### src/hdl/tms_pkg.sv
// Shared constants, codes and controller/datapath types for the tone melody sequencer.
package tms_pkg;

  localparam int NOTE_DEPTH = 256;
  localparam int ADDR_W     = $clog2(NOTE_DEPTH);
  localparam int INDEX_W    = 8;
  localparam int POS_W      = (ADDR_W + 1 > INDEX_W) ? ADDR_W + 1 : INDEX_W;

  localparam int OP_W      = 2;
  localparam int FREQ_W    = 15;
  localparam int DUR_W     = 15;
  localparam int NOTE_W    = FREQ_W + DUR_W;
  localparam int TICK_W    = 16;
  localparam int CLK_W     = 24;
  localparam int PERIOD_W  = 16;
  localparam int COMPARE_W = 15;
  localparam int REM_W     = 27;
  localparam int MS_W      = 10;
  localparam int DUR_US_W  = DUR_W + MS_W;
  localparam int CNT_W     = $clog2(CLK_W + 1);

  localparam logic [MS_W-1:0]   MS_TO_US          = 10'd1000;
  localparam logic [TICK_W-1:0] TICK_US_RESET     = 16'd682;
  localparam logic [CLK_W-1:0]  TIMER_CLOCK_RESET = 24'd1500000;

  localparam int PADDR_W    = 3;
  localparam int APB_DATA_W = 32;

  typedef enum logic [OP_W-1:0] {
    OP_LOAD  = 2'd0,
    OP_START = 2'd1,
    OP_TICK  = 2'd2,
    OP_STOP  = 2'd3
  } op_t;

  typedef enum logic [0:0] {
    REG_TICK_US     = 1'b0,
    REG_TIMER_CLOCK = 1'b1
  } reg_idx_t;

  typedef struct packed {
    logic capture;
    logic fetch;
    logic eval;
    logic div_start;
    logic finish;
  } ctrl_cmd_t;

  typedef struct packed {
    logic need_div;
    logic div_done;
    logic out_free;
  } ctrl_status_t;

endpackage

### src/hdl/tms_regs.sv
// APB configuration registers: tick length and tone timer clock.
module tms_regs (
  input  logic                              clk,
  input  logic                              rst,
  input  logic                              psel,
  input  logic                              penable,
  input  logic                              pwrite,
  input  logic [tms_pkg::PADDR_W-1:0]       paddr,
  input  logic [tms_pkg::APB_DATA_W-1:0]    pwdata,
  output logic [tms_pkg::APB_DATA_W-1:0]    prdata,
  output logic                              pready,
  output logic [tms_pkg::TICK_W-1:0]        tick_us,
  output logic [tms_pkg::CLK_W-1:0]         timer_clock
);

  tms_pkg::reg_idx_t reg_sel;
  logic              wr_en;

  assign reg_sel = tms_pkg::reg_idx_t'(paddr[tms_pkg::PADDR_W-1:2]);
  assign wr_en   = psel && penable && pwrite;
  assign pready  = 1'b1;

  always_ff @(posedge clk) begin
    if (rst) begin
      tick_us     <= tms_pkg::TICK_US_RESET;
      timer_clock <= tms_pkg::TIMER_CLOCK_RESET;
    end else if (wr_en) begin
      unique case (reg_sel)
        tms_pkg::REG_TICK_US:     tick_us     <= pwdata[tms_pkg::TICK_W-1:0];
        tms_pkg::REG_TIMER_CLOCK: timer_clock <= pwdata[tms_pkg::CLK_W-1:0];
      endcase
    end
  end

  always_comb begin
    unique case (reg_sel)
      tms_pkg::REG_TICK_US:     prdata = tms_pkg::APB_DATA_W'(tick_us);
      tms_pkg::REG_TIMER_CLOCK: prdata = tms_pkg::APB_DATA_W'(timer_clock);
    endcase
  end

endmodule

### config.mk
export PLATFORM = sky130hd
export DESIGN_NAME = tms_regs
export DESIGN_NICKNAME = d
export VERILOG_FILES = /design/src/hdl/tms_pkg.sv /design/src/hdl/tms_regs.sv
export SDC_FILE = /design/constraint.sdc
export NUM_CORES = 1
export LEC_CHECK = 0
export BUFFER_PORTS_ARGS = -buffer_cell sky130_fd_sc_hd__buf_4
export CAP_MARGIN = 20
export CORE_MARGIN = 1.5
export CORE_UTILIZATION = 25
export CTS_CLUSTER_SIZE = 24
export DETAILED_ROUTE_END_ITERATION = 12
export GPL_ROUTABILITY_DRIVEN = 0
export SLEW_MARGIN = 20
export SYNTH_ARGS = -nofsm -noshare
export SYNTH_HDL_FRONTEND = slang
export SYNTH_SLANG_ARGS = --single-unit
### constraint.sdc
create_clock -name clk -period 1.1 [get_ports clk]
set_clock_uncertainty 0.1 [all_clocks]
set_input_delay 0.11 -clock clk [delete_from_list [all_inputs] [get_ports clk]]
set_output_delay 0.11 -clock clk [all_outputs]
set_load 0.005 [all_outputs]
==> metrics.md, run 1 <==
| Metric | Value |
|---|---|
| Status | `finished with violations` |
| Failing checks | `negative setup slack` |
| Initial DRC Count | `30` |
| CP max stage delay | `roughly 0.33 ns` |
| I/O pin count | `113` |
| Combinational power share | `0.181` |
| Dpl cell area | `2800 sq um` |
| Vias in the first global route | `1845` |
| PwrDens | `a little over 900 nW/um^2` |
| Minimum clock period | `1.22 ns` |
| Clock power frac | `0.387` |
| Global-route usage over all layers | `0.135` |
| Global-route wire length before repair | `9080 um` |
| CP Buf/Inv Count | `1` |
| Tightest Pin Transition | `0.595 ns` |
| CP endpoint kind | `output pin` |
| Deepest clock path buffer count | `2` |
| Layout net count | `398` |
| Share of power burned in registers | `0.433` |
| Layout Cell Area excl Fill | `3770 sq um` |
| Max cap viols | `0` |
| Family with the most delay on the worst path | `flip-flops` |
| Total Wirelength | `6000 um` |
| P_leak | `1.70 nW` |
| Final Setup Violations | `17` |
| Crit path arrival time | `1.01 ns` |
| Worst slew margin | `0.603` |
| Num CTS Buffers | `5` |
| Core Area | `between 7000 and 8000 sq um` |
| Cells after Synth | `207` |
| GR Layer Usage met3 | `0.0345` |
| Synthesis Warnings | `0` |
| Syn_area_per_cell | `between 9 and 10 sq um` |
| Total vias in the final route | `1932` |
| Via density per instance | `4.19` |
| P_int | `2.70 mW` |
| Crit-path slowest cell | `dfxtp_2` |
| Crit path required time | `about 0.89 ns` |
| CTS Root Cell | `clkbuf_8` |
| Initial Util | `0.260` |
| GRT overflow | `0` |
| Clock transition at path regs | `around 0.09 ns` |
| Switch share | `0.227` |
| RSZ-0062 raised after global routing | `yes` |
| Yosys reg bits | `40` |
| Worst-Skew Late Latency | `around 0.29 ns` |
| Met1 Use GR | `0.161` |
| H-tree depth | `2` |
| Row cnt | `32` |
| Commonest non-fill, non-tap cell in the layout | `buf_4` |
| Crit path max fanout | `2` |
| # DRC | `0` |
| DIE AREA | `8620 sq um` |
| Crit path cell chain | `mux2_2 > buf_6` |
| WL per Instance | `13.0 um` |
| M2 GR Usage | `0.237` |
| Pin count of the biggest net entering global routing | `73` |
| Post-synth cell types | `15` |
| Port bufs | `93` |
| Final HPWL DP | `around 3500 um` |
| FILL cells | `730` |
| CTS Sinks | `40` |
| Layout cells sized above 1 | `0.593` |
| Hold Violations, Final | `0` |
| Most Crowded Layer GR | `met2` |
| CTS tree | `done` |
| Commonest cells after routing, fill and taps aside | `buf_4 (80), buf_6 (59), nand2b_1 (44)` |
| Post-route setup slack | `-0.124 ns` |
| Worst vdd ir | `0.481 mV` |
| Ant diodes | `0` |
| Final ANT Viol Nets | `0` |
| Max Transition Viols Final | `0` |
| CP Launch Type | `flop` |
| Die X-Extent | `between 90 and 100 um` |
| Sequential element share of the synthesized area | `0.397` |
| WHS | `0.00589 ns` |
| Fmax | `817 MHz` |
| Initial antenna violation count | `0` |
| Syn-to-layout area delta | `86.7%` |
| Setup CP Type | `flop to output pin` |
| Synth Cell Area | `2020 sq um` |
| Worst min path class | `input port to flop` |
| NetSw | `0.791 mW` |
| Die H | `92.9 um` |
| Pre-antenna DRT Iters | `4` |
| Crit share post-route | `1.11` |
==> Yosys cell counts <==
| cell | instances | area (sq um) |
|---|---|---|
| and4b_1 | 1 | 10.0 |
| nor2_1 | 28 | 105 |
| nand2b_1 | 44 | 275 |
| and4_1 | 1 | 8.76 |
| clkbuf_1 | 8 | 30.0 |
| mux2i_1 | 40 | 400 |
| buf_4 | 10 | 75.1 |
| nand4_1 | 1 | 6.26 |
| conb_1 | 2 | 7.51 |
| mux2_2 | 16 | 180 |
| buf_2 | 3 | 15.0 |
| and2_1 | 8 | 50.1 |
| nand4b_1 | 1 | 8.76 |
| dfxtp_1 | 40 | 801 |
| buf_6 | 4 | 45.0 |
==> per-layer routing <==
metal	vias to the layer above	share of wire	routed length, um
met5	-	0	0
met4	0	0.0043	26
met3	2	0.052	314
met2	68	0.51	3050
met1	906	0.43	2610
li1	956	-	-
==> cell type report <==
cell class / instances / area (sq um) / share of cell area
Timing Repair Buffer: 162 / 1520 / 0.402
Multi-Input combinational cell: 149 / 1150 / 0.305
Sequential cell: 40 / 851 / 0.226
Tap cell: 102 / 128 / 0.0339
Clock buffer: 7 / 96.3 / 0.0256
Clock inverter: 1 / 30.0 / 0.00797
==> final timing paths <==
check / depth (start not counted) / from / to / slack (ns)
worst max register to register: 5 / timer_clock[13] / timer_clock[13] / 0.04
worst min register to register: 2 / timer_clock[21] / timer_clock[21] / 0.38
worst min-delay path: 3 / pwdata[11] / tick_us[11] / 0.006
worst max-delay path: 2 / timer_clock[5] / prdata[5] / -0.12
==> state kept, by name (all words and copies together), names as in the netlist <==
register	count
timer_clock	24
tick_us	16
==> metrics by stage <==
step	setup WS, ns	instances	utilization	setup TNS (ns)	power [mW]
after floorplan	0.0107	214	-	0	1.77
after global placement	-0.0121	393	0.360	-0.0364	1.98
after detailed placement	-0.0413	393	0.360	-0.431	1.98
after CTS	-0.130	454	0.454	-1.96	3.49
after global routing	-0.158	461	0.485	-2.75	3.65
final	-0.124	461	0.485	-1.93	3.49
==> worst register-to-register path, stage by stage (launching register included) <==
cell	delay [ns]
dfxtp_2	0.33
buf_4	0.13
buf_6	0.11
buf_4	0.13
nor2_4	0.09
mux2i_1	0.07
==> what timing repair did <==
action | 4_1_cts | 5_1_grt
hold buffers | 21 | 0
endpoints found under the setup margin | 22 | 55
resized for setup | 67 | 54
hold endpoints to repair | 30 | 0
setup buffers | 32 | 8
==> cell families after synthesis <==
| family | count (synthesis) | synth area share |
|---|---|---|
| buffers and inverters | 25 | 0.0818 |
| muxes | 56 | 0.288 |
| other | 2 | 0.00372 |
| and+or+nand+nor | 84 | 0.230 |
| DFF | 40 | 0.397 |
==> power groups by stage <==
stage	clock, mW	sequential [mW]	combinational (mW)
floorplan	0	1.54	0.235
global placement	0	1.54	0.441
detailed placement	0	1.54	0.445
CTS	1.40	1.50	0.589
global route	1.46	1.51	0.682
finish	1.35	1.51	0.630
(Power assumes the default switching activity.)
==> inputs of run 2 (changes only) <==
--- a/config.mk
+++ b/config.mk
@@ -13,4 +13,6 @@
 export DETAILED_ROUTE_END_ITERATION = 12
 export GPL_ROUTABILITY_DRIVEN = 0
+export GPL_TIMING_DRIVEN = 0
+export SKIP_LAST_GASP = 1
 export SLEW_MARGIN = 20
 export SYNTH_ARGS = -nofsm -noshare
==> constraint.sdc (replaced) <==
create_clock -name clk -period 1.1 [get_ports clk]
set_clock_uncertainty 0.1 [all_clocks]
set_input_delay 0.22 -clock clk [delete_from_list [all_inputs] [get_ports clk]]
set_output_delay 0.22 -clock clk [all_outputs]
set_load 0.005 [all_outputs]
==> metrics.md, run 2 (synthesized netlist as in run 1, its figures left out) <==
| Metric | Value |
|---|---|
| Status | `finished with violations` |
| Total Power | `roughly 3.2 mW` |
| Register-to-Register Path Depth | `4` |
| RSZ-0062 raised after global routing | `yes` |
| CP max stage delay | `0.34 ns` |
| I/O pin count | `113` |
| Layout net count | `393` |
| Syn-to-layout area delta | `84.0%` |
| Failing checks | `negative setup slack` |
| Fin util | `0.478` |
| Worst vdd ir | `0.454 mV` |
| Final Setup Violations | `55` |
| # DRC | `0` |
| Crit path arrival time | `1.02 ns` |
| Max cap viols | `0` |
| Commonest non-fill, non-tap cell in the layout | `buf_6` |
| Area of the multi-input gates | `approximately 1100 sq um` |
| Reg-to-Reg End | `timer_clock[15]` |
| Minimum clock period | `around 1.3 ns` |
| Initial antenna violation count | `0` |
| Initial Util | `0.260` |
| RR Startpoint | `timer_clock[15]` |
| Total Wirelength | `6410 um` |
| Clock transition at path regs | `0.08 ns` |
| Hold_buf cts | `0` |
| Global-route usage over all layers | `0.148` |
| CTS Sinks | `40` |
| Via density per instance | `about 4.2` |
| Num CTS Buffers | `5` |
| Port bufs | `91` |
| Pre-antenna DRT Iters | `4` |
| Crit path max fanout | `2` |
| Layout cells sized above 1 | `0.627` |
| DIE AREA | `8620 sq um` |
| Largest register FFs | `24` |
| Crit path cell chain | `mux2_2 > buf_6` |
| CTS tree | `done` |
| Commonest cells after routing, fill and taps aside | `buf_6 (88), buf_4 (56), nand2b_1 (44)` |
| Tightest Pin Transition | `0.542 ns` |
| Hold Violations, Final | `0` |
| FILL cells | `733` |
| Core Area | `7770 sq um` |
| Final ANT Viol Nets | `0` |
| Worst slew margin | `0.639` |
| Crit-path slowest cell | `dfxtp_2` |
| Final HPWL DP | `4050 um` |
| Initial DRC Count | `17` |
| Post-route setup slack | `-0.241 ns` |
| Crit share post-route | `1.22` |
| CP endpoint kind | `output pin` |
| Ant diodes | `0` |
| Stages on worst setup path | `2` |
| Worst-Skew Late Latency | `~0.29 ns` |
| Crit path required time | `0.78 ns` |
| Largest regs | `timer_clock (24), tick_us (16)` |
| Deepest clock path buffer count | `2` |
| Setup CP Type | `flop to output pin` |
| P_leak | `1.69 nW` |
| H-tree depth | `2` |
| CP Launch Type | `flop` |
| Global-route wire length before repair | `around 9800 um` |
| Worst setup path endpoint | `prdata[9]` |
| Family with the most delay on the worst path | `flip-flops` |
| Die H | `92.9 um` |
| Total vias in the final route | `1910` |
| Vias in the first global route | `2005` |
| Max Transition Viols Final | `0` |
| Row cnt | `32` |
| Largest reg by FF count | `timer_clock` |
| PwrDens | `849 nW/um^2` |
| GRT overflow | `0` |
| CTS Root Cell | `clkbuf_8` |
| Die X-Extent | `92.9 um` |
| Register area | `851 sq um` |
| Worst min path class | `input port to flop` |
| CP startpoint | `timer_clock[9]` |
| Fmax | `746 MHz` |
| Pin count of the biggest net entering global routing | `13` |
| CP Buf/Inv Count | `1` |
| R2R setup slack | `0.16 ns` |
| WL per Instance | `14.1 um` |
run 2: through the flow:
step                      worst slack, ns  std cells  area [sq um]  TNS [ns]  hold WS [ns]
after floorplan                   -0.0524        214          2060    -0.958         0.275
after global placement             -0.289        407          2870     -9.24         0.374
after detailed placement           -0.290        407          2870     -9.68         0.383
after CTS                          -0.239        450          3500     -7.02        0.0671
after global routing               -0.282        456          3710     -8.25        0.0764
final                              -0.241        456          3710     -6.16        0.0807
run 2: how the worst min path moves through the flow:
stage,start,endpoint,slack (ns),cells after the start
floorplan,pwdata[13],tick_us[13],0.28,2
global placement,timer_clock[16],timer_clock[16],0.37,2
detailed placement,pwdata[20],timer_clock[20],0.38,3
CTS,pwdata[20],timer_clock[20],0.07,3
global route,pwdata[22],timer_clock[22],0.08,3
finish,pwdata[20],timer_clock[20],0.08,3
run 2: power breakdown:
| part | switching, mW | internal [mW] | leakage, nW |
|---|---|---|---|
| clock | 0.518 | 0.501 | 0.0510 |
| sequential | 0.0261 | 1.48 | 0.329 |
| combinational | 0.227 | 0.397 | 1.31 |
run 2: layout make-up:
type,count,area share
Clock inverter,2,0.00270
Sequential cell,40,0.229
Timing Repair Buffer,132,0.353
Tap cell,102,0.0344
Multi-Input combinational cell,149,0.306
Clock buffer,6,0.0222
Buffer,25,0.0529
run 2: per-layer routing:
| layer | global-route usage | up-vias | routed length [um] |
|---|---|---|---|
| met2 | 0.266 | 66 | 3240 |
| met3 | 0.0320 | 8 | 330 |
| met1 | 0.174 | 883 | 2770 |
| met5 | 0 | - | 0 |
| li1 | - | 953 | - |
| met4 | 0.0455 | 0 | 68 |
run 2: repair_timing:
action	4_1_cts	5_1_grt
setup buffers	35	28
cloned	0	0
endpoints found under the setup margin	58	63
pin swaps	0	0
gates resized for setup	101	68
run 2: worst reg2reg max path: stages, from the launching register on:
cell and delay (ns):
dfxtp_2 0.33, buf_6 0.11, buf_4 0.12, nor2_1 0.09, mux2i_1 0.08
