==> src/hdl/tms_pkg.sv <==
// Shared constants, codes and controller/datapath types for the tone melody sequencer.
package tms_pkg;

  localparam int NOTE_DEPTH = 256;
  localparam int ADDR_W     = $clog2(NOTE_DEPTH);
  localparam int INDEX_W    = 8;
  localparam int POS_W      = (ADDR_W + 1 > INDEX_W) ? ADDR_W + 1 : INDEX_W;

  localparam int OP_W      = 2;
  localparam int FREQ_W    = 15;
  localparam int DUR_W     = 15;
  localparam int NOTE_W    = FREQ_W + DUR_W;
  localparam int TICK_W    = 16;
  localparam int CLK_W     = 24;
  localparam int PERIOD_W  = 16;
  localparam int COMPARE_W = 15;
  localparam int REM_W     = 27;
  localparam int MS_W      = 10;
  localparam int DUR_US_W  = DUR_W + MS_W;
  localparam int CNT_W     = $clog2(CLK_W + 1);

  localparam logic [MS_W-1:0]   MS_TO_US          = 10'd1000;
  localparam logic [TICK_W-1:0] TICK_US_RESET     = 16'd682;
  localparam logic [CLK_W-1:0]  TIMER_CLOCK_RESET = 24'd1500000;

  localparam int PADDR_W    = 3;
  localparam int APB_DATA_W = 32;

  typedef enum logic [OP_W-1:0] {
    OP_LOAD  = 2'd0,
    OP_START = 2'd1,
    OP_TICK  = 2'd2,
    OP_STOP  = 2'd3
  } op_t;

  typedef enum logic [0:0] {
    REG_TICK_US     = 1'b0,
    REG_TIMER_CLOCK = 1'b1
  } reg_idx_t;

  typedef struct packed {
    logic capture;
    logic fetch;
    logic eval;
    logic div_start;
    logic finish;
  } ctrl_cmd_t;

  typedef struct packed {
    logic need_div;
    logic div_done;
    logic out_free;
  } ctrl_status_t;

endpackage

==> src/hdl/tms_ctrl.sv <==
// Sequencing state machine: fetch, evaluate, divide and hand over the result.
module tms_ctrl (
  input  logic                   clk,
  input  logic                   rst,
  input  logic                   in_valid,
  output logic                   in_ready,
  input  tms_pkg::ctrl_status_t  status,
  output tms_pkg::ctrl_cmd_t     cmd
);

  typedef enum logic [2:0] {
    ST_IDLE,
    ST_FETCH,
    ST_EVAL,
    ST_DIVIDE,
    ST_FINISH
  } state_t;

  state_t state;

  always_ff @(posedge clk) begin
    if (rst) begin
      state    <= ST_IDLE;
      in_ready <= 1'b1;
    end else begin
      unique case (state)
        ST_IDLE: begin
          if (in_valid && in_ready) begin
            state    <= ST_FETCH;
            in_ready <= 1'b0;
          end
        end
        ST_FETCH: begin
          state <= ST_EVAL;
        end
        ST_EVAL: begin
          state <= status.need_div ? ST_DIVIDE : ST_FINISH;
        end
        ST_DIVIDE: begin
          if (status.div_done) begin
            state <= ST_FINISH;
          end
        end
        ST_FINISH: begin
          if (status.out_free) begin
            state    <= ST_IDLE;
            in_ready <= 1'b1;
          end
        end
        default: begin
          state    <= ST_IDLE;
          in_ready <= 1'b1;
        end
      endcase
    end
  end

  always_comb begin
    cmd.capture   = (state == ST_IDLE) && in_valid && in_ready;
    cmd.fetch     = (state == ST_FETCH);
    cmd.eval      = (state == ST_EVAL);
    cmd.div_start = (state == ST_EVAL) && status.need_div;
    cmd.finish    = (state == ST_FINISH) && status.out_free;
  end

endmodule

==> config.mk <==
export PLATFORM = sky130hd
export DESIGN_NAME = tms_ctrl
export DESIGN_NICKNAME = d
export VERILOG_FILES = /design/src/hdl/tms_pkg.sv /design/src/hdl/tms_ctrl.sv
export SDC_FILE = /design/constraint.sdc
export NUM_CORES = 1
export LEC_CHECK = 0
export ABC_AREA = 1
export BUFFER_PORTS_ARGS = -buffer_cell sky130_fd_sc_hd__buf_2
export CAP_MARGIN = 10
export CORE_AREA = 4 4 41 43
export CTS_CLUSTER_DIAMETER = 200
export DETAILED_ROUTE_END_ITERATION = 8
export DIE_AREA = 0 0 45 47
export GPL_TIMING_DRIVEN = 0
export PLACE_DENSITY_LB_ADDON = 0.12
export SKIP_LAST_GASP = 1
export SLEW_MARGIN = 15
export SYNTH_ARGS = -nofsm -noshare
export SYNTH_HDL_FRONTEND = slang
export SYNTH_SLANG_ARGS = --single-unit
==> constraint.sdc <==
create_clock -name clk -period 1.5 [get_ports clk]
set_input_delay 0.3 -clock clk [delete_from_list [all_inputs] [get_ports clk]]
set_output_delay 0.3 -clock clk [all_outputs]
set_load 0.005 [all_outputs]
==> flow_summary.toml, run 1 <==
[setup_path]
worstSetupPathType = "flip-flop to primary output"
start_kind = "flip-flop"
crit_fanout = 3
cp.required_ns = 1.20
worst-path-buf-inv = 3
path_delay_family = "flip-flops"
end_kind = "primary output"
r2r_slack_ns = 0.52
rr_endpoint = "state[2]"
crit_slowest_cell = "dfxtp_1"
worstPathCellList = "inv_2 > nor2_4 > nand3_1 > inv_1 > buf_2"
r2r_cells = 5
timing.rr.start = "state[2]"
path_depth = 5
slowest_delay_ns = 0.38
cp_data_arrival_time_ns = 1.07
crit_end = "cmd[1]"
critical_path.startpoint = "state[1]"

[place]
globalplace.congestion = 0.645
preCtsSetupSlack_ns = 0.360
io_buffers = 11
dp_hpwl_um = 504

[route]
vias_per_cell = 4.00
num_vias = 284
drt.antenna.violating_nets = 0
detail_route.wl_per_cell_um = 8.03
drtIter0Drc = 3
drc = 0
drt_wl_total_um = 570
dr.pass1.iters = 2

[synthesis]
yosysUniqueCellTypes = 12
synth_most_common_cell = "inv_1"
synth_xor_area_share_pct = 0
ys_top_cells_by_area = "dfxtp_1 (29%), nand3_1 (13%), nand3_2 (11%), inv_1 (11%), nor2_4 (8.2%)"
synth_commonest_cells = "inv_1 (8), nand3_1 (7), nand2_1 (5), nor2_1 (5), dfxtp_1 (4)"
ys_ff_latch = 4
synth_compound_area_share_pct = 3.64
synthAdderAreaFrac_pct = 0
avgSynthCellArea_um2 = 6.55
netlist.area_leader.share_pct = 29.1
synth_cells = 42
synthSimpleGateAreaFrac_pct = 52.3
synth_top_family_by_area = "simple AND/OR/NAND/NOR gates"
synth.area.mux_share_pct = 0
synth_warnings = 0
synthFlopType = "dfxtp_1"
synth_edf_count = 0
synth_fp_nets = 48
synth-async-reset-ratio_pct = 0
yosysSeqAreaShare_pct = 29.1
synth_area_um2 = 275
synth_largest_area_cell = "dfxtp_1"

[timing]
slew_headroom_pct = 82.8
max_freq_ghz = 0.731
setup_viol_count_final = 0
fin_ws_ns = 0.132
rsz0062_at_grt = "no"
slew_violations = 0
period_share_pct = 91.2
tightestPinTransition_ns = 0.258
fin_crit_ns = 1.37
hold_viol = 0
tns_ns = 0
skew_ns = 0.00287

[clock_network]
insertion_delay_ns = 0.23
h-tree-depth = 1
cts_root_buffer = "clkbuf_4"
hold_buffers = 0
clk_path_buf_depth = 2
clock-sinks = 4
cts_tree = "yes"
post_cts_resized = 0
path_clk_slew_ns = 0.04
cts_buffers = 3
postCtsSetupBuffers = 0

[worst_hold_path]
worstHoldPathType = "input pin to flip-flop"

[floorplanning]
die_w_um = 45
rows = 13
start_util_pct = 21.2
die_h_um = 47
core-area_um2 = 1300
io_pins = 12
die_area_um2 = 2120

[status]
status = "finished clean"

[flow_run]
maxCapViolations = 0

[pwr]
vdd_drop_max_uv = 410
p_per_area_nw_per_um2 = 1890
p_leak_nw = 0.231

[grt]
grt_pass1_vias = 266
grt_max_degree = 6
grt-ovfl-total = 0
grt_usage_pct = 7.27
grt_pass1_wl_mm = 1.08
antenna_found_initial = 0

[cells_and_area]
final_nets = 64
drive_gt1_share_pct = 42.9
syn_to_final_growth_pct = 35.0
n_antenna_cell = 0
[worst min path at each step]
| stage | start | endpoint | depth (start not counted) |
|---|---|---|---|
| 5_1_grt | rst | in_ready | 3 |
| 3_5_place_dp | in_ready | in_ready | 2 |
| 4_1_cts | rst | in_ready | 3 |
| 6_report | rst | in_ready | 3 |
| 3_3_place_gp | in_ready | in_ready | 2 |
| 2_1_floorplan | rst | in_ready | 2 |
[where the power goes]
group / total (W) / switching [W] / internal (W)
Sequential: 0.000216 / 0.0000639 / 0.000152
Clock: 0.000131 / 0.0000421 / 0.0000894
Combinational: 0.000354 / 0.000201 / 0.000153
[area by class of cell]
class,count,area (µm²)
clock buffer,3,22.5
fill,154,930
inverter,11,41.3
multi-input combinational,27,154
sequential,4,80.1
tap,15,18.8
timing repair buffer,11,55.1
[layout by cell type (no fill, tap or decap)]
cell	instances
nand4_1	1
a21oi_1	2
inv_2	3
nand3_1	7
clkbuf_4	3
nor2_4	2
buf_2	11
nand2_2	1
nand2_1	5
nor2_2	1
nand3_2	3
dfxtp_1	4
nor2_1	5
inv_1	8
[stage by stage]
step	instance area (µm²)	hold WS (ns)	cells	power, W	util, %
after floorplan	275	0.396	42	0.000474	-
after detailed placement	349	0.505	68	0.000579	26.8
final	372	0.280	71	0.000701	28.6
after global placement	349	0.501	68	0.000596	26.8
after global routing	372	0.286	71	0.000794	28.6
after CTS	372	0.274	71	0.000718	28.6
[worst min-delay path: cells and delay by family]
kind,cells,cell delay [ns]
buffers and inverters,1,0.09
and+or+nand+nor,1,0.05
AOI/OAI and AO/OA,1,0.04
[layer usage]
| layer | track usage [%] | routed length [µm] | vias to the layer above |
|---|---|---|---|
| li1 | - | - | 159 |
| met1 | 8.64 | 247 | 115 |
| met2 | 9.60 | 259 | 8 |
| met3 | 3.07 | 47 | 2 |
| met4 | 7.02 | 15 | 0 |
| met5 | 0 | 0 | - |
[sequential cells by signal, summed over array words and instances, names as in the netlist]
| register | count |
|---|---|
| state | 3 |
| in_ready | 1 |
[cells by family after synthesis]
family	Yosys count
flops	4
simple gates	25
buf+inv	11
compound gates	2
Power figures use the tool's default switching activity.
==> run 2: changes to the inputs <==
--- a/config.mk
+++ b/config.mk
@@ -6,8 +6,7 @@
 export NUM_CORES = 1
 export LEC_CHECK = 0
 export ABC_AREA = 1
-export BUFFER_PORTS_ARGS = -buffer_cell sky130_fd_sc_hd__buf_2
-export CAP_MARGIN = 10
+export BUFFER_PORTS_ARGS = -buffer_cell sky130_fd_sc_hd__buf_4
 export CORE_AREA = 4 4 41 43
 export CTS_CLUSTER_DIAMETER = 200
 export DETAILED_ROUTE_END_ITERATION = 8
==> run 2 against run 1 <==
First-iteration DRC count unchanged; routed wire length up 6.5%; clock power barely moved; critical path depth unchanged; sequential share of layout area down 1.5 points; count of clock-buffer cells in the layout unchanged; highest routed layer is now met3.
==> flow_summary.toml, run 2 (same netlist as run 1, synthesis figures left out) <==
[status]
status = "finished clean"

[setup_path]
end_kind = "primary output"
slowest_delay_ns = 0.38
cp.required_ns = 1.20
worst-path-buf-inv = 3
path_delay_family = "flip-flops"
cp_data_arrival_time_ns = 1.08
crit_slowest_cell = "dfxtp_1"
crit_fanout = 3
worstSetupPathType = "flip-flop to primary output"
start_kind = "flip-flop"
worstPathCellList = "inv_2 > nor2_4 > nand3_1 > inv_1 > buf_4"

[grt]
grt_usage_pct = 7.19
grt-ovfl-total = 0
grt_max_degree = 6
antenna_found_initial = 0
grt_pass1_vias = 266
grt_pass1_wl_mm = 1.06

[floorplanning]
io_pins = 12
start_util_pct = 21.2
die_h_um = 47
die_w_um = 45
rows = 13
die_area_um2 = 2120
core-area_um2 = 1300

[route]
detail_route.wl_per_cell_um = 8.55
drc = 0
drt.antenna.violating_nets = 0
vias_per_cell = 4.06
drtIter0Drc = 3
drt_wl_total_um = 607
dr.pass1.iters = 4
num_vias = 288

[timing]
max_freq_ghz = 0.726
period_share_pct = 91.8
slew_violations = 0
fin_crit_ns = 1.38
tns_ns = 0
tightestPinTransition_ns = 0.256
skew_ns = 0.000202
hold_viol = 0
setup_viol_count_final = 0
rsz0062_at_grt = "no"
slew_headroom_pct = 82.9

[cells_and_area]
syn_to_final_growth_pct = 45.0
nFillCells = 161
n_antenna_cell = 0
final_util_pct = 30.7
final_nets = 64
top_regs = "state (3), in_ready (1)"
drive_gt1_share_pct = 42.9
final_cell_mix = "buf_4 (11), inv_1 (8), nand3_1 (7), nor2_1 (5), nand2_1 (5)"
layout_commonest_cell = "buf_4"
regMostFlops = "state"
largest_reg_flops = 3

[pwr]
p_leak_nw = 0.237
p_per_area_nw_per_um2 = 1850
vdd_drop_max_uv = 572
power_w = 0.000740

[clock_network]
cts_root_buffer = "clkbuf_4"
insertion_delay_ns = 0.23
h-tree-depth = 1
postCtsSetupBuffers = 0
clock-sinks = 4
cts_buffers = 3
post_cts_resized = 0
cts_tree = "yes"
hold_buffers = 0
clk_path_buf_depth = 2
path_clk_slew_ns = 0.03

[worst_hold_path]
worstHoldPathType = "input pin to flip-flop"

[flow_run]
maxCapViolations = 0

[place]
io_buffers = 11
dp_hpwl_um = 537
globalplace.congestion = 0.688
[run 2: stage by stage]
step	hold WS (ns)	instance area (µm²)	instances	setup WS (ns)
2_1_floorplan	0.396	275	42	0.506
3_3_place_gp	0.500	377	68	0.350
3_5_place_dp	0.503	377	68	0.349
4_1_cts	0.257	399	71	0.0910
5_1_grt	0.275	399	71	0.0172
6_report	0.265	399	71	0.123
[run 2: area by class of cell]
type	instances	area, µm²	share of cell area, %
repair buffers	11	82.6	20.7
clock buffers	3	22.5	5.64
multi-input cells	27	154	38.6
flip-flops and latches	4	80.1	20.1
well taps	15	18.8	4.70
inverters	11	41.3	10.3
[run 2: where the power goes]
part	total (W)	switching (W)	leakage, nW	internal (W)
Combinational	0.000395	0.000211	0.190	0.000184
Clock	0.000128	0.0000392	0.0138	0.0000892
Sequential	0.000217	0.0000646	0.0330	0.000152
Total	0.000740	0.000315	0.237	0.000426
[run 2: tightest hold or removal path, stage by stage]
cell and delay, ns:
buf_4 0.08, a21oi_1 0.03, nand2_1 0.05
[run 2: path summary, 6_finish.rpt]
kind,slack [ns],depth (start not counted),from,to
worst max-delay path,0.12,5,state[1],cmd[1]
worst min-delay path,0.27,3,rst,in_ready
worst max register to register,0.50,5,state[2],state[2]
worst min register to register,0.51,2,in_ready,in_ready
[run 2: routing by layer]
| layer | global-route usage (%) | routed length (µm) | vias up |
|---|---|---|---|
| met5 | 0 | 0 | - |
| met4 | 5.26 | 0 | 0 |
| met3 | 3.83 | 37 | 0 |
| met2 | 9.04 | 268 | 6 |
| met1 | 9.09 | 302 | 122 |
| li1 | - | - | 160 |
==> run 3: changes to the inputs <==
==> config.mk (replaced) <==
export PLATFORM = sky130hd
export DESIGN_NAME = tms_ctrl
export DESIGN_NICKNAME = d
export VERILOG_FILES = /design/src/hdl/tms_pkg.sv /design/src/hdl/tms_ctrl.sv
export SDC_FILE = /design/constraint.sdc
export NUM_CORES = 1
export LEC_CHECK = 0
export BUFFER_PORTS_ARGS = -buffer_cell sky130_fd_sc_hd__buf_4
export CORE_AREA = 2 2 39 41
export CTS_CLUSTER_DIAMETER = 200
export DETAILED_ROUTE_END_ITERATION = 8
export DIE_AREA = 0 0 41 43
export GPL_TIMING_DRIVEN = 0
export PLACE_DENSITY_LB_ADDON = 0.12
export SKIP_LAST_GASP = 1
export SYNTH_ARGS = -nofsm -noshare
export SYNTH_HDL_FRONTEND = slang
export SYNTH_SLANG_ARGS = --single-unit
==> run 3 against run 2 <==
Critical path depth is 2 lower; first-iteration DRC count shrank 33%; synthesized cell count decreased by 24%; global-route usage rose by 2.9 points; critical path type unchanged.
==> flow_summary.toml, run 3 <==
[timing]
fin_crit_ns = 1.43
tightestPinTransition_ns = 0.233
max_freq_ghz = 0.698
skew_ns = 0.00531
period_share_pct = 95.5
hold_viol = 0
tns_ns = 0
slew_headroom_pct = 84.3
hold-worst-slack_ns = 0.261
setup_viol_count_final = 0
fin_ws_ns = 0.0682
slew_violations = 0

[route]
num_vias = 309
drt.antenna.violating_nets = 0
detail_route.wl_per_cell_um = 11.5
drc = 0
drt_wl_total_um = 716
dr.pass1.iters = 4
drtIter0Drc = 2
vias_per_cell = 4.98

[synthesis]
yosysUniqueCellTypes = 23
yosysSeqAreaShare_pct = 28.2
ys_top_cells_by_area = "dfxtp_1 (28%), nor3_2 (7.0%), a21oi_1 (5.3%), nand3b_1 (5.3%), nor4b_2 (5.3%)"
synth_warnings = 0
synthFlopType = "dfxtp_1"
avgSynthCellArea_um2 = 8.88
synth_fp_nets = 38
synth_commonest_cells = "dfxtp_1 (4), a21oi_1 (3)"
netlist.area_leader.share_pct = 28.2
synth_top_family_by_area = "simple AND/OR/NAND/NOR gates"
synth_area_um2 = 284
synthSimpleGateAreaFrac_pct = 45.4
synth_most_common_cell = "dfxtp_1"
synth_largest_area_cell = "dfxtp_1"
synth-async-reset-ratio_pct = 0
synth_cells = 32
synth_xor_area_share_pct = 0
ys_ff_latch = 4
synthAdderAreaFrac_pct = 0
synth_edf_count = 0
synth_compound_area_share_pct = 16.7
synth.area.mux_share_pct = 0

[setup_path]
r2r_slack_ns = 0.42
critical_path.startpoint = "state[1]"
crit_end = "cmd[4]"
r2r_cells = 4
cp_data_arrival_time_ns = 1.13
start_kind = "flip-flop"
crit_fanout = 10
timing.rr.start = "state[1]"
cp.required_ns = 1.20
rr_endpoint = "state[2]"
end_kind = "primary output"
worstSetupPathType = "flip-flop to primary output"

[worst_hold_path]
min_path_cells = 2
worstHoldPathType = "input pin to flip-flop"

[clock_network]
cts_buffers = 3
path_clk_slew_ns = 0.04
postCtsSetupBuffers = 0
cts_root_buffer = "clkbuf_4"
h-tree-depth = 1
insertion_delay_ns = 0.23
hold_buffers = 0
clock-sinks = 4
clk_path_buf_depth = 2
cts_tree = "yes"

[cells_and_area]
top_regs = "state (3), in_ready (1)"
largest_reg_flops = 3
final_cells = 62
layout_commonest_cell = "buf_4"
final_nets = 54
final_cell_mix = "buf_4 (12), a21oi_1 (3), clkbuf_4 (3), dfxtp_1 (3)"
regMostFlops = "state"
drive_gt1_share_pct = 50.0
syn_to_final_growth_pct = 51.1
n_antenna_cell = 0

[floorplanning]
die_h_um = 43
die_area_um2 = 1760
die_w_um = 41
core-area_um2 = 1380
start_util_pct = 20.5
io_pins = 12
rows = 14

[grt]
grt_max_degree = 11
grt_pass1_wl_mm = 1.15
grt-ovfl-total = 0
antenna_found_initial = 0
grt_pass1_vias = 279
grt_usage_pct = 10.1

[place]
dp_hpwl_um = 523
preCtsSetupSlack_ns = 0.256
place_inst = 59
io_buffers = 11
globalplace.congestion = 0.732

[flow_run]
maxCapViolations = 0

[pwr]
power_w = 0.000357
p_leak_nw = 0.181
p_per_area_nw_per_um2 = 832
vdd_drop_max_uv = 334

[status]
status = "finished clean"
==> run 3: changes by cell type after synthesis, sizes merged, moves of 2 or more <==
cell / previous run / this run
buf: 0 / 3
inv: 11 / 1
nand2: 6 / 2
nand3: 10 / 0
nand3b: 0 / 2
nor2: 8 / 0
nor3: 0 / 3
nor3b: 0 / 2
nor4: 0 / 2
nor4b: 0 / 2
==> run 3: worst min-delay path by stage <==
stage	slack, ns	endpoint	startpoint
floorplan	0.37	state[2]	rst
global placement	0.50	state[0]	rst
detailed placement	0.51	state[0]	rst
CTS	0.26	state[2]	rst
global route	0.25	state[0]	rst
finish	0.26	state[2]	rst
==> run 3: final cells by class <==
type	instances	area [µm²]
well taps	16	20.0
flip-flops and latches	4	81.3
clock buffers	3	22.5
plain buffers	3	30.0
inverters	1	3.75
repair buffers	11	82.6
fillers	151	955
multi-input cells	24	189
==> run 3: report_power, final <==
part | switching (W) | internal [W] | leakage [nW] | total, W
clock | 0.0000406 | 0.0000892 | 0.0138 | 0.000130
sequential | 0.00000910 | 0.000116 | 0.0332 | 0.000125
combinational | 0.0000448 | 0.0000577 | 0.134 | 0.000102
total | 0.0000945 | 0.000263 | 0.181 | 0.000357
==> run 3: cell families after synthesis <==
group                  after synthesis
and+or+nand+nor                     17
buffers and inverters                4
AOI/OAI and AO/OA                    7
DFF                                  4
==> run 3: repair_timing <==
action                     CTS  global route
setup endpoints to repair    0             4
gates resized for setup      0             6
hold endpoints to repair     0             0
==> run 3: critical path, cell delays in order, from the launching register on <==
cell and delay (ns):
dfxtp_1 0.34, buf_4 0.19, nor4_2 0.24, buf_4 0.14
==> run 3: routing by layer <==
metal,global-route usage [%],vias to the layer above,routed length (µm)
li1,-,151,-
met2,12.8,10,344
met1,12.5,146,309
met3,4.71,2,56
met4,8.00,0,5
met5,0,-,0
==> run 3: stage by stage <==
stage	area (µm²)	utilization, %
after floorplan	284	-
after global placement	387	27.9
after detailed placement	387	27.9
after CTS	409	29.6
after global routing	429	31.0
final	429	31.0
